==> src/rtl/lsc_pkg.sv <==
package lsc_pkg;

  localparam int COORD_WIDTH_DEF    = 16;
  localparam int MAX_CLIP_STEPS_DEF = 8;

  localparam int WINDOW_LEFT_RST   = 0;
  localparam int WINDOW_BOTTOM_RST = 0;
  localparam int WINDOW_RIGHT_RST  = 800;
  localparam int WINDOW_TOP_RST    = 600;

  localparam int CFG_IDX_W = 2;

  typedef enum logic [CFG_IDX_W-1:0] {
    REG_WINDOW_LEFT   = 2'd0,
    REG_WINDOW_BOTTOM = 2'd1,
    REG_WINDOW_RIGHT  = 2'd2,
    REG_WINDOW_TOP    = 2'd3
  } cfg_reg_t;

  localparam int OC_LEFT   = 0;
  localparam int OC_RIGHT  = 1;
  localparam int OC_BOTTOM = 2;
  localparam int OC_TOP    = 3;

  typedef logic [3:0] outcode_t;

  typedef enum logic [1:0] {
    ST_IDLE,
    ST_TEST,
    ST_CALC,
    ST_EMIT
  } clip_state_t;

  typedef enum logic [1:0] {
    MD_IDLE,
    MD_MUL,
    MD_DIV,
    MD_DONE
  } md_state_t;

endpackage

==> src/rtl/line_segment_window_clip.sv <==
// Channel   Direction  Handshake              Payload
// cfg_      in         cfg_we (no wait)       cfg_index, cfg_wdata
// in_       in         in_valid / in_ready    start_x, start_y, end_x, end_y
// out_      out        out_valid / out_ready  accepted, clipped start and end points
//
// One segment at a time: each is taken and tested, then clipped by up to MAX_CLIP_STEPS
// steps, each followed by a new test, and then handed off.
// Each clip step runs one multiply and a bit-serial restoring divide on the shared
// multiply/divide unit; the divide runs 2*COORD_WIDTH+1 iterations.
// Reset is synchronous; it loads the window defaults and empties the result register.
// A finished result waits in the output register; the next segment is taken meanwhile.
module line_segment_window_clip #(
  parameter int COORD_WIDTH    = lsc_pkg::COORD_WIDTH_DEF,
  parameter int MAX_CLIP_STEPS = lsc_pkg::MAX_CLIP_STEPS_DEF
) (
  input  logic                            clk,
  input  logic                            rst_n,
  input  logic                            cfg_we,
  input  logic [lsc_pkg::CFG_IDX_W-1:0]   cfg_index,
  input  logic signed [COORD_WIDTH-1:0]   cfg_wdata,
  input  logic                            in_valid,
  output logic                            in_ready,
  input  logic signed [COORD_WIDTH-1:0]   in_start_x,
  input  logic signed [COORD_WIDTH-1:0]   in_start_y,
  input  logic signed [COORD_WIDTH-1:0]   in_end_x,
  input  logic signed [COORD_WIDTH-1:0]   in_end_y,
  output logic                            out_valid,
  input  logic                            out_ready,
  output logic                            out_accepted,
  output logic signed [COORD_WIDTH-1:0]   out_clipped_start_x,
  output logic signed [COORD_WIDTH-1:0]   out_clipped_start_y,
  output logic signed [COORD_WIDTH-1:0]   out_clipped_end_x,
  output logic signed [COORD_WIDTH-1:0]   out_clipped_end_y
);
  import lsc_pkg::*;

  localparam int W = COORD_WIDTH;

  logic signed [W-1:0] win_left_r, win_bottom_r, win_right_r, win_top_r;

  always_ff @(posedge clk) begin
    if (!rst_n) begin
      win_left_r   <= W'(WINDOW_LEFT_RST);
      win_bottom_r <= W'(WINDOW_BOTTOM_RST);
      win_right_r  <= W'(WINDOW_RIGHT_RST);
      win_top_r    <= W'(WINDOW_TOP_RST);
    end else if (cfg_we) begin
      unique case (cfg_reg_t'(cfg_index))
        REG_WINDOW_LEFT:   win_left_r   <= cfg_wdata;
        REG_WINDOW_BOTTOM: win_bottom_r <= cfg_wdata;
        REG_WINDOW_RIGHT:  win_right_r  <= cfg_wdata;
        REG_WINDOW_TOP:    win_top_r    <= cfg_wdata;
        default: ;
      endcase
    end
  end

  lsc_seq #(
    .COORD_WIDTH    (COORD_WIDTH),
    .MAX_CLIP_STEPS (MAX_CLIP_STEPS)
  ) u_seq (
    .clk                 (clk),
    .rst_n               (rst_n),
    .win_left            (win_left_r),
    .win_bottom          (win_bottom_r),
    .win_right           (win_right_r),
    .win_top             (win_top_r),
    .in_valid            (in_valid),
    .in_ready            (in_ready),
    .in_start_x          (in_start_x),
    .in_start_y          (in_start_y),
    .in_end_x            (in_end_x),
    .in_end_y            (in_end_y),
    .out_valid           (out_valid),
    .out_ready           (out_ready),
    .out_accepted        (out_accepted),
    .out_clipped_start_x (out_clipped_start_x),
    .out_clipped_start_y (out_clipped_start_y),
    .out_clipped_end_x   (out_clipped_end_x),
    .out_clipped_end_y   (out_clipped_end_y)
  );

`ifndef SYNTH
  a_busy_after_take: assert property (@(posedge clk) disable iff (!rst_n)
    in_valid && in_ready |=> !in_ready)
    else $error("input taken while a segment is in progress");

  a_reject_zero: assert property (@(posedge clk) disable iff (!rst_n)
    out_valid && !out_accepted |-> (out_clipped_start_x == '0) &&
      (out_clipped_start_y == '0) && (out_clipped_end_x == '0) &&
      (out_clipped_end_y == '0))
    else $error("rejected segment carries nonzero endpoints");

  a_reset_empty: assert property (@(posedge clk)
    !rst_n |=> !out_valid)
    else $error("result valid right after reset");
`endif

endmodule

==> src/rtl/lsc_muldiv.sv <==
module lsc_muldiv #(
  parameter int COORD_WIDTH = lsc_pkg::COORD_WIDTH_DEF
) (
  input  logic                   clk,
  input  logic                   rst_n,
  input  logic                   start,
  input  logic [COORD_WIDTH:0]   a_mag,
  input  logic [COORD_WIDTH:0]   b_mag,
  input  logic [COORD_WIDTH:0]   d_mag,
  output logic                   done,
  output logic [COORD_WIDTH-1:0] quotient
);
  import lsc_pkg::*;

  localparam int W  = COORD_WIDTH;
  localparam int PW = 2 * W + 1;
  localparam int CW = $clog2(PW + 1);

  md_state_t       state_r, state_nxt;
  logic [W:0]      a_r, b_r, d_r;
  logic [PW-1:0]   quo_r;
  logic [W:0]      rem_r;
  logic [CW-1:0]   cnt_r;
  logic [2*W+1:0]  prod;
  logic [W+1:0]    rem_sh;
  logic [W+1:0]    d_ext;
  logic [W+1:0]    rem_sub;
  logic            ge;
  logic            load_mul;
  logic            div_step;

  assign prod    = a_r * b_r;
  assign rem_sh  = {rem_r, quo_r[PW-1]};
  assign d_ext   = {1'b0, d_r};
  assign ge      = (rem_sh >= d_ext);
  assign rem_sub = rem_sh - d_ext;

  always_comb begin
    state_nxt = state_r;
    unique case (state_r)
      MD_IDLE: if (start) state_nxt = MD_MUL;
      MD_MUL:  state_nxt = MD_DIV;
      MD_DIV:  if (cnt_r == '0) state_nxt = MD_DONE;
      MD_DONE: state_nxt = MD_IDLE;
      default: state_nxt = MD_IDLE;
    endcase
  end

  always_comb begin
    load_mul = (state_r == MD_MUL);
    div_step = (state_r == MD_DIV);
    done     = (state_r == MD_DONE);
  end

  always_ff @(posedge clk) begin
    if (!rst_n) begin
      state_r <= MD_IDLE;
    end else begin
      state_r <= state_nxt;
    end
  end

  always_ff @(posedge clk) begin
    if (start && state_r == MD_IDLE) begin
      a_r <= a_mag;
      b_r <= b_mag;
      d_r <= d_mag;
    end
    if (load_mul) begin
      quo_r <= prod[PW-1:0];
      rem_r <= '0;
      cnt_r <= CW'(PW - 1);
    end else if (div_step) begin
      quo_r <= {quo_r[PW-2:0], ge};
      rem_r <= ge ? rem_sub[W:0] : rem_sh[W:0];
      cnt_r <= cnt_r - 1'b1;
    end
  end

  assign quotient = quo_r[W-1:0];

endmodule

==> src/rtl/lsc_seq.sv <==
module lsc_seq #(
  parameter int COORD_WIDTH    = lsc_pkg::COORD_WIDTH_DEF,
  parameter int MAX_CLIP_STEPS = lsc_pkg::MAX_CLIP_STEPS_DEF
) (
  input  logic                          clk,
  input  logic                          rst_n,
  input  logic signed [COORD_WIDTH-1:0] win_left,
  input  logic signed [COORD_WIDTH-1:0] win_bottom,
  input  logic signed [COORD_WIDTH-1:0] win_right,
  input  logic signed [COORD_WIDTH-1:0] win_top,
  input  logic                          in_valid,
  output logic                          in_ready,
  input  logic signed [COORD_WIDTH-1:0] in_start_x,
  input  logic signed [COORD_WIDTH-1:0] in_start_y,
  input  logic signed [COORD_WIDTH-1:0] in_end_x,
  input  logic signed [COORD_WIDTH-1:0] in_end_y,
  output logic                          out_valid,
  input  logic                          out_ready,
  output logic                          out_accepted,
  output logic signed [COORD_WIDTH-1:0] out_clipped_start_x,
  output logic signed [COORD_WIDTH-1:0] out_clipped_start_y,
  output logic signed [COORD_WIDTH-1:0] out_clipped_end_x,
  output logic signed [COORD_WIDTH-1:0] out_clipped_end_y
);
  import lsc_pkg::*;

  localparam int W  = COORD_WIDTH;
  localparam int SW = $clog2(MAX_CLIP_STEPS + 1);

  clip_state_t         state_r, state_nxt;
  logic signed [W-1:0] x1_r, y1_r, x2_r, y2_r;
  logic signed [W-1:0] edge_r;
  logic                axis_y_r, sel2_r, neg_r, ok_r;
  logic [SW-1:0]       steps_r;
  logic                out_valid_r, out_acc_r;
  logic signed [W-1:0] out_x1_r, out_y1_r, out_x2_r, out_y2_r;

  outcode_t            c1, c2, co;
  logic                all_in, reject_now, axis_y, sel2;
  logic signed [W-1:0] edge_val;
  logic signed [W:0]   dx, dy, de, a_d, b_d, c_d;
  logic [W:0]          a_mag, b_mag, c_mag;
  logic                md_start, md_done;
  logic [W-1:0]        md_q;
  logic [W-1:0]        base, new_c;
  logic                ld_in, ld_move, ld_out, out_free;

  function automatic outcode_t f_outcode(input logic signed [W-1:0] x,
                                         input logic signed [W-1:0] y);
    outcode_t c;
    c = '0;
    if (x < win_left) c[OC_LEFT] = 1'b1;
    else if (x > win_right) c[OC_RIGHT] = 1'b1;
    if (y < win_bottom) c[OC_BOTTOM] = 1'b1;
    else if (y > win_top) c[OC_TOP] = 1'b1;
    return c;
  endfunction

  function automatic logic [W:0] f_mag(input logic signed [W:0] v);
    return v[W] ? (W+1)'(-v) : (W+1)'(v);
  endfunction

  always_comb begin
    c1       = f_outcode(x1_r, y1_r);
    c2       = f_outcode(x2_r, y2_r);
    sel2     = (c1 == '0);
    co       = sel2 ? c2 : c1;
    axis_y   = co[OC_TOP] | co[OC_BOTTOM];
    edge_val = axis_y ? (co[OC_TOP] ? win_top : win_bottom)
                      : (co[OC_RIGHT] ? win_right : win_left);
    dx       = {x2_r[W-1], x2_r} - {x1_r[W-1], x1_r};
    dy       = {y2_r[W-1], y2_r} - {y1_r[W-1], y1_r};
    de       = axis_y ? ({edge_val[W-1], edge_val} - {y1_r[W-1], y1_r})
                      : ({edge_val[W-1], edge_val} - {x1_r[W-1], x1_r});
    a_d      = axis_y ? dx : dy;
    b_d      = de;
    c_d      = axis_y ? dy : dx;
    a_mag    = f_mag(a_d);
    b_mag    = f_mag(b_d);
    c_mag    = f_mag(c_d);
    all_in   = ((c1 | c2) == '0);
    reject_now = ((c1 & c2) != '0) || (steps_r >= SW'(MAX_CLIP_STEPS)) || (c_mag == '0);
    base     = axis_y_r ? x1_r : y1_r;
    new_c    = neg_r ? (base - md_q) : (base + md_q);
  end

  lsc_muldiv #(
    .COORD_WIDTH (COORD_WIDTH)
  ) u_muldiv (
    .clk      (clk),
    .rst_n    (rst_n),
    .start    (md_start),
    .a_mag    (a_mag),
    .b_mag    (b_mag),
    .d_mag    (c_mag),
    .done     (md_done),
    .quotient (md_q)
  );

  assign out_free = !out_valid_r || out_ready;

  always_comb begin
    state_nxt = state_r;
    unique case (state_r)
      ST_IDLE: if (in_valid) state_nxt = ST_TEST;
      ST_TEST: begin
        if (all_in || reject_now) state_nxt = ST_EMIT;
        else state_nxt = ST_CALC;
      end
      ST_CALC: if (md_done) state_nxt = ST_TEST;
      ST_EMIT: if (out_free) state_nxt = ST_IDLE;
      default: state_nxt = ST_IDLE;
    endcase
  end

  always_comb begin
    in_ready = (state_r == ST_IDLE);
    ld_in    = (state_r == ST_IDLE) && in_valid;
    md_start = (state_r == ST_TEST) && !all_in && !reject_now;
    ld_move  = (state_r == ST_CALC) && md_done;
    ld_out   = (state_r == ST_EMIT) && out_free;
  end

  always_ff @(posedge clk) begin
    if (!rst_n) begin
      state_r     <= ST_IDLE;
      out_valid_r <= 1'b0;
    end else begin
      state_r <= state_nxt;
      if (ld_out) out_valid_r <= 1'b1;
      else if (out_ready) out_valid_r <= 1'b0;
    end
  end

  always_ff @(posedge clk) begin
    if (ld_in) begin
      x1_r    <= in_start_x;
      y1_r    <= in_start_y;
      x2_r    <= in_end_x;
      y2_r    <= in_end_y;
      steps_r <= '0;
    end else if (ld_move) begin
      if (sel2_r) begin
        x2_r <= axis_y_r ? new_c : edge_r;
        y2_r <= axis_y_r ? edge_r : new_c;
      end else begin
        x1_r <= axis_y_r ? new_c : edge_r;
        y1_r <= axis_y_r ? edge_r : new_c;
      end
    end
    if (state_r == ST_TEST) begin
      ok_r <= all_in;
    end
    if (md_start) begin
      steps_r  <= steps_r + 1'b1;
      axis_y_r <= axis_y;
      sel2_r   <= sel2;
      edge_r   <= edge_val;
      neg_r    <= a_d[W] ^ b_d[W] ^ c_d[W];
    end
    if (ld_out) begin
      out_acc_r <= ok_r;
      out_x1_r  <= ok_r ? x1_r : '0;
      out_y1_r  <= ok_r ? y1_r : '0;
      out_x2_r  <= ok_r ? x2_r : '0;
      out_y2_r  <= ok_r ? y2_r : '0;
    end
  end

  assign out_valid           = out_valid_r;
  assign out_accepted        = out_acc_r;
  assign out_clipped_start_x = out_x1_r;
  assign out_clipped_start_y = out_y1_r;
  assign out_clipped_end_x   = out_x2_r;
  assign out_clipped_end_y   = out_y2_r;

endmodule
==> config.mk <==
export PLATFORM = sky130hd
export DESIGN_NAME = line_segment_window_clip
export DESIGN_NICKNAME = d
export VERILOG_FILES = /design/src/rtl/lsc_pkg.sv /design/src/rtl/line_segment_window_clip.sv /design/src/rtl/lsc_muldiv.sv /design/src/rtl/lsc_seq.sv
export SDC_FILE = /design/constraint.sdc
export NUM_CORES = 2
export LEC_CHECK = 0
export ABC_CLOCK_PERIOD_IN_PS = 6600
export BUFFER_PORTS_ARGS = -buffer_cell sky130_fd_sc_hd__buf_2
export CAP_MARGIN = 20
export CORE_MARGIN = 2
export CORE_UTILIZATION = 42
export DETAILED_ROUTE_END_ITERATION = 8
export GPL_ROUTABILITY_DRIVEN = 0
export GPL_TIMING_DRIVEN = 0
export SETUP_SLACK_MARGIN = 0.4
export SLEW_MARGIN = 40
export SYNTH_ARGS = -nofsm -noshare
export SYNTH_HDL_FRONTEND = slang
export SYNTH_SLANG_ARGS = --single-unit
==> constraint.sdc <==
create_clock -name clk -period 6.6 [get_ports clk]
set_input_delay 0.66 -clock clk [delete_from_list [all_inputs] [get_ports clk]]
set_output_delay 0.66 -clock clk [all_outputs]
set_load 0.03 [all_outputs]
After elaboration in Yosys (flattened, before gate mapping):

Cells that the tools add are included.

* bits in registers: 329
* input bits: 87
* word-level logic and storage cells: 160

* bitwise operators: 5
* mux-type cells: 53
* equal/unequal tests: 15
* reduce and logical (&&, ||, !) cells: 34
* $lt $le $gt $ge: 10
* add/subtract/negate cells: 12
* multipliers: 1

Operators by type and width (count)
* 2-to-1 mux 16 bit: 21
* 2-to-1 mux 17 bit: 5
* subtractor 16 x 16 -> 17 bit: 4
* 2-to-1 mux 33 bit: 2
* > comparator 16 bit: 4
* less-than comparator 16 bit: 4
* negator 17 bit: 3
* multiplier 17 x 17 -> 33 bit: 1
* >= comparator 18 x 17 -> 1 bit: 1
* zero test 17 bit: 1
* subtractor 17 bit: 1
* adder 16 bit: 1
* case mux 2 bit (4 select lines): 2
* subtractor 16 bit: 1
* 2-to-1 mux 1 bit: 15
* AND reduction 2 bit: 7
* equality test 2 bit (second input constant): 6
* 2-to-1 mux 4 bit: 3
* 2-to-1 mux 2 bit: 5
* nonzero test 2 bit: 5
* zero test 4 bit: 2
* equality test 2 x 1 -> 1 bit (second input constant): 3
* logical AND 1 bit: 6
* zero test 2 bit: 3
* other kinds (14): 24

Longest topological paths before layout:

* depth in word-level cells: 15
* mapped depth: 36
* gate-level depth less buffers: 32

Modules after synthesis:

Synthesis repeated with hierarchy kept, for this count alone.

* cells, all modules: 3640
* area total of the unflattened synthesis: 33113.0 um^2

By module, submodules not included
* lsc_seq: sequential area each 4654.5 um^2, cells an instance 1812, times used 1, area each 15711.3 um^2
* lsc_muldiv: sequential area each 3022.9 um^2, cells an instance 1590, times used 1, area each 14924.3 um^2
* line_segment_window_clip: sequential area each 1281.2 um^2, cells an instance 238, times used 1, area each 2477.4 um^2

Least setup slack after synthesis:

No wires, ideal clock.

* path type: register to register
* start: reg u_seq.x1_r[15]
* end: reg u_seq.u_muldiv.a_r[0] (enable)
* setup time: 0.489 ns
* required time: 6.111 ns
* arrival: 6.618 ns
* path slack: -0.507 ns
* cell stages (with the launch flop): 26
* cell sequence: edfxtp_1 -> ha_1 -> nand4_2 -> nor4_2 -> o21ai_1 -> and3_1 -> a211o_1 -> o211ai_2 -> and3_4 -> buf_8 -> clkbuf_1 -> clkbuf_1 -> buf_1 -> mux2i_1 -> ha_1 -> nand2_1 -> nor2_1 -> nand3_1 -> nor3_1 -> inv_1 -> nor4_1 -> o31ai_1 -> a2111o_1 -> or4_1 -> o41a_4 -> and2_1

* cells in the longest elaborated chain, start to end: 14

RTL lines
* start: declaration: RTL line lsc_seq.sv:31 `logic signed [W-1:0] x1_r, y1_r, x2_r, y2_r;`
* start signal: assignment: RTL line lsc_seq.sv:137 `x1_r <= in_start_x;`
* start signal: assignment: RTL line lsc_seq.sv:147 `x1_r <= axis_y_r ? new_c : edge_r;`
* > comparator 16 bit: RTL line lsc_seq.sv:53 `else if (x > win_right) c[OC_RIGHT] = 1'b1;`
* 2-to-1 mux 1 bit: RTL line lsc_seq.sv:53
* 2-to-1 mux 1 bit: RTL line lsc_seq.sv:52 `if (x < win_left) c[OC_LEFT] = 1'b1;`
* zero test 4 bit: RTL line lsc_seq.sv:66 `sel2 = (c1 == '0);`
* 2-to-1 mux 4 bit: RTL line lsc_seq.sv:67 `co = sel2 ? c2 : c1;`
* bitwise OR 1 bit: RTL line lsc_seq.sv:68 `axis_y = co[OC_TOP] | co[OC_BOTTOM];`
* 2-to-1 mux 17 bit: RTL line lsc_seq.sv:77 `c_d = axis_y ? dy : dx;`
* negator 17 bit: RTL line lsc_seq.sv:60 `return v[W] ? (W+1)'(-v) : (W+1)'(v);`
* 2-to-1 mux 17 bit: RTL line lsc_seq.sv:60
* zero test 17 bit: RTL line lsc_seq.sv:82 `reject_now = ((c1 & c2) != '0) || (steps_r >= SW'(MAX_CLIP_STEPS)) || (c_mag == '0);`
* logical OR 1 bit: RTL line lsc_seq.sv:82
* zero test 1 bit: RTL line lsc_seq.sv:119 `md_start = (state_r == ST_TEST) && !all_in && !reject_now;`
* logical AND 1 bit (*): RTL line lsc_seq.sv:119
* via u_seq.md_start: RTL line lsc_seq.sv:43 `logic md_start, md_done;`
* logical AND 1 bit (*): RTL line lsc_muldiv.sv:64 `if (start && state_r == MD_IDLE) begin`
* end signal: assignment: RTL line lsc_muldiv.sv:65 `a_r <= a_mag;`
* end: declaration: RTL line lsc_muldiv.sv:20 `logic [W:0] a_r, b_r, d_r;`

Mark *: on every way through the listed nets, which the timed path passes. The rest lies on a longest branch.
A chain may end at the register's enable or synchronous reset.

Worst setup path after layout:

* start: reg u_seq.u_muldiv.b_r[6]
* end: reg u_seq.u_muldiv.quo_r[29], data pin

* cells in the longest elaborated chain, start to end: 2

RTL lines
* start: declaration: RTL line lsc_muldiv.sv:20
* start signal: assignment: RTL line lsc_muldiv.sv:66 `b_r <= b_mag;`
* multiplier 17 x 17 -> 33 bit: RTL line lsc_muldiv.sv:32 `assign prod = a_r * b_r;`
* 2-to-1 mux 33 bit: RTL line lsc_muldiv.sv:69 `if (load_mul) begin`
* end signal: assignment: RTL line lsc_muldiv.sv:70 `quo_r <= prod[PW-1:0];`
* end signal: assignment: RTL line lsc_muldiv.sv:74 `quo_r <= {quo_r[PW-2:0], ge};`
* end: declaration: RTL line lsc_muldiv.sv:21 `logic [PW-1:0] quo_r;`

Every way passes these cells.

==> results.toml <==
[status]
status = "complete, but fails checks"
violations = "negative setup slack"

[layout]
final_common_cell = "inv_1"
layout.nets = 4553
fill_cells = 6845
multi_input_area_um2 = 22000
utilization_pct = 52.9
area_delta_synth_final_pct = 25.2
drive_gt1_share_pct = 21.1
regArea_um2 = 8960
layout_common_cells = "inv_1, nand2_1, ha_1, edfxtp_1, fa_1"

[clocking]
cts_root_buffer = "clkbuf_16"
clk_pin_slew_worst_paths_ns = 0.06
clock_sinks = 329
cts.path.max_buffers = 3
cts_max_level = 2
hold_buffers = 0
cts_buffers = 39
clkLatencyLatePin_ns = 0.61
cts_tree = "built"

[die]
ioPinCount = 154
core_area_um2 = 74200
die-area_um2 = 76900
row_count = 100
die_x_um = 277
die_y_um = 277
initial_utilization_pct = 42.3

[min_path]
hp-start = "cfg_wdata[0]"
hold_path.class = "primary input to register"
whs_path_depth = 3
min_to = "win_bottom_r[0]"

[sta]
timing.hold.ws_ns = 0.330
rsz0062_at_grt = "yes"
tightest_slew_ns = 0.989
setup_viol = 7
fin_crit_sh_pct = 102
hold_violations = 0
final_max_slew_viol_count = 0
skew_ns = 0.0480
period_minus_slack_ns = 6.76
slew_headroom_pct = 33.0
fmax_mhz = 148
setup_ws_ns = -0.162

[global_route]
grt_first_pass_wirelength_mm = 166
track_usage_pct = 28.8
grt_start_max_net_pins = 35
antenna_found_initial = 0
grt_pass1_vias = 26972
gr-total-overflow = 0

[synthesis]
synth_area_um2 = 31400
synth_edf_count = 237
yosysWarnings = 0
yosys_most_used_dff = "edfxtp_1"
syn_inst = 3477
async_reset_ff_share_pct = 0
ys_ff_latch = 329
ys_seq_area_share_pct = 28.6
synth_nets = 4113
synth.avg_cell_area_um2 = 9.02
ys_types = 84

[placement]
dp_hpwl_mm = 82.8
io_buffers = 151
post-place-ws_ns = -1.47

[routing]
drtIter0Drc = 2083
drcViolationCount = 0
wl_per_cell_um = 22.8
drtPass1Iterations = 6
finalWirelength_mm = 112
vias_per_cell = 5.54
via_count = 27260
ant_nets = 0

[setup_path]
crit_path_start = "u_seq.u_muldiv.b_r[6]"
path_max_fanout = 10
crit_buf_inv = 5
cp-start-kind = "register"
crit_family = "adder cells"
max_stage_delay_ns = 0.56
cp.arrival_ns = 7.09
timing.rr.end = "u_seq.u_muldiv.quo_r[29]"
crit_path_end_kind = "register"
r2r_slack_ns = -0.16
reg2reg_depth = 24
cp_common_cell = "fa_1"
critPathKind = "register to register"
worstPathCellList = "buf_4 > clkbuf_8 > nand2_1 > fa_1 > inv_1 > fa_1 > ha_2 > fa_1 > inv_1 > fa_1 > fa_1 > inv_1 > ha_4 > or2_2 > o311a_1 > a211o_1 > o311a_4 > a41o_1 > o41a_1 > a211o_1 > o2111ai_2 > nand2b_1 > xor2_1 > mux2_4"
r2r_start = "u_seq.u_muldiv.b_r[6]"
critPathRequiredTime_ns = 6.92
cp_slowest_cell = "fa_1"

[run]
max_cap_viol_count = 0
==> repair_timing <==
item                                   CTS  global route
gates cloned                            12             0
setup endpoints to repair              118           113
resized for setup                      362           117
setup buffers                          174            53
endpoints found under the hold margin    0             0
pin swaps                              121           112
==> per-layer routing <==
metal	track usage, %	routed length (um)	vias to the layer above	share of wire [%]
li1	-	-	12545	-
met1	36.3	44900	13270	40
met2	46.8	51500	1082	46
met3	4.50	7920	363	7.1
met4	17.2	7960	0	7.1
met5	0	0	-	0
==> how the worst max path moves through the flow <==
stage | end | cells after the start | slack, ns
finish | u_seq.u_muldiv.quo_r[29] | 24 | -0.16
global route | u_seq.u_muldiv.quo_r[29] | 23 | -0.30
floorplan | u_seq.u_muldiv.quo_r[29] | 23 | 0.15
global placement | u_seq.u_muldiv.b_r[13] | 24 | -1.59
CTS | u_seq.u_muldiv.quo_r[29] | 23 | -0.18
detailed placement | u_seq.u_muldiv.b_r[13] | 25 | -1.47
==> worst min-delay path: stages <==
cell	delay, ns
buf_2	0.13
nand2_1	0.06
a21oi_1	0.05
==> registers in the layout, summed over array words and instances (netlist names), 17 cells and up <==
register / cells
u_seq.u_muldiv.quo_r: 33
u_seq.u_muldiv.b_r: 17
u_seq.u_muldiv.a_r: 17
u_seq.u_muldiv.rem_r: 17
u_seq.u_muldiv.d_r: 17
==> synthesized netlist by cell type, types with 11 or more instances <==
cell type  count  area share [%]
xor2_1        42             1.2
inv_1        467             5.6
and3_1        17            0.34
edfxtp_1     237              23
nand4_1       16            0.32
nand3b_1      11            0.26
ha_1         321              13
a211oi_1      45             1.1
nor3_1        43            0.69
a21boi_0      19            0.45
nor2b_1       35            0.70
o211ai_1      30            0.72
o21a_1        42             1.0
a21oi_1      184             2.9
nand3_1       47            0.75
mux2_2        23            0.83
or2_2         15            0.30
and2_1       187             3.7
nand2b_1      26            0.52
nand2_1      460             5.5
o21ai_0      144             2.3
or3_1         21            0.42
a31oi_1       16            0.32
mux2i_1       69             2.2
dfxtp_1       92             5.9
fa_1         228              15
nor2_1       235             2.8
a21o_1        49             1.2
xnor2_1       99             2.8
clkbuf_1     115             1.4
==> final cells by class <==
class / instances / share of cell area [%]
Clock buffer: 49 / 2.71
Timing Repair Buffer: 389 / 7.26
Antenna cell: 1 / 0.00637
Inverter: 470 / 4.52
Buffer: 128 / 2.78
Tap cell: 969 / 3.09
Multi-Input combinational cell: 2560 / 56.0
Clock inverter: 23 / 0.799
Sequential cell: 329 / 22.8
==> kinds of logic (layout without fill, tap and decap cells) <==
family,Yosys count,in the layout,synth area share [%]
AO/OA/AOI/OAI,610,613,12.3
XOR/XNOR,141,141,3.94
adder cells (fa/ha/maj),549,549,27.4
buffers and inverters,598,1059,7.22
flip-flops,329,329,28.6
multiplexers,93,93,3.10
other,0,1,0
AND/OR/NAND/NOR,1157,1164,17.5
==> per-stage QoR <==
| step | area (um^2) | setup TNS, ns | cells |
|---|---|---|---|
| 6_report | 39300 | -0.616 | 4918 |
| 5_1_grt | 39300 | -1.99 | 4917 |
| 4_1_cts | 38300 | -0.351 | 4863 |
| 3_5_place_dp | 33800 | -136.57 | 4605 |
| 3_3_place_gp | 33600 | -146.67 | 4597 |
| 2_1_floorplan | 31600 | 0 | 3477 |
Power is left out: the tool's default activity adds up to more than one toggle a clock period on the data nets, which glitch-free logic cannot reach.
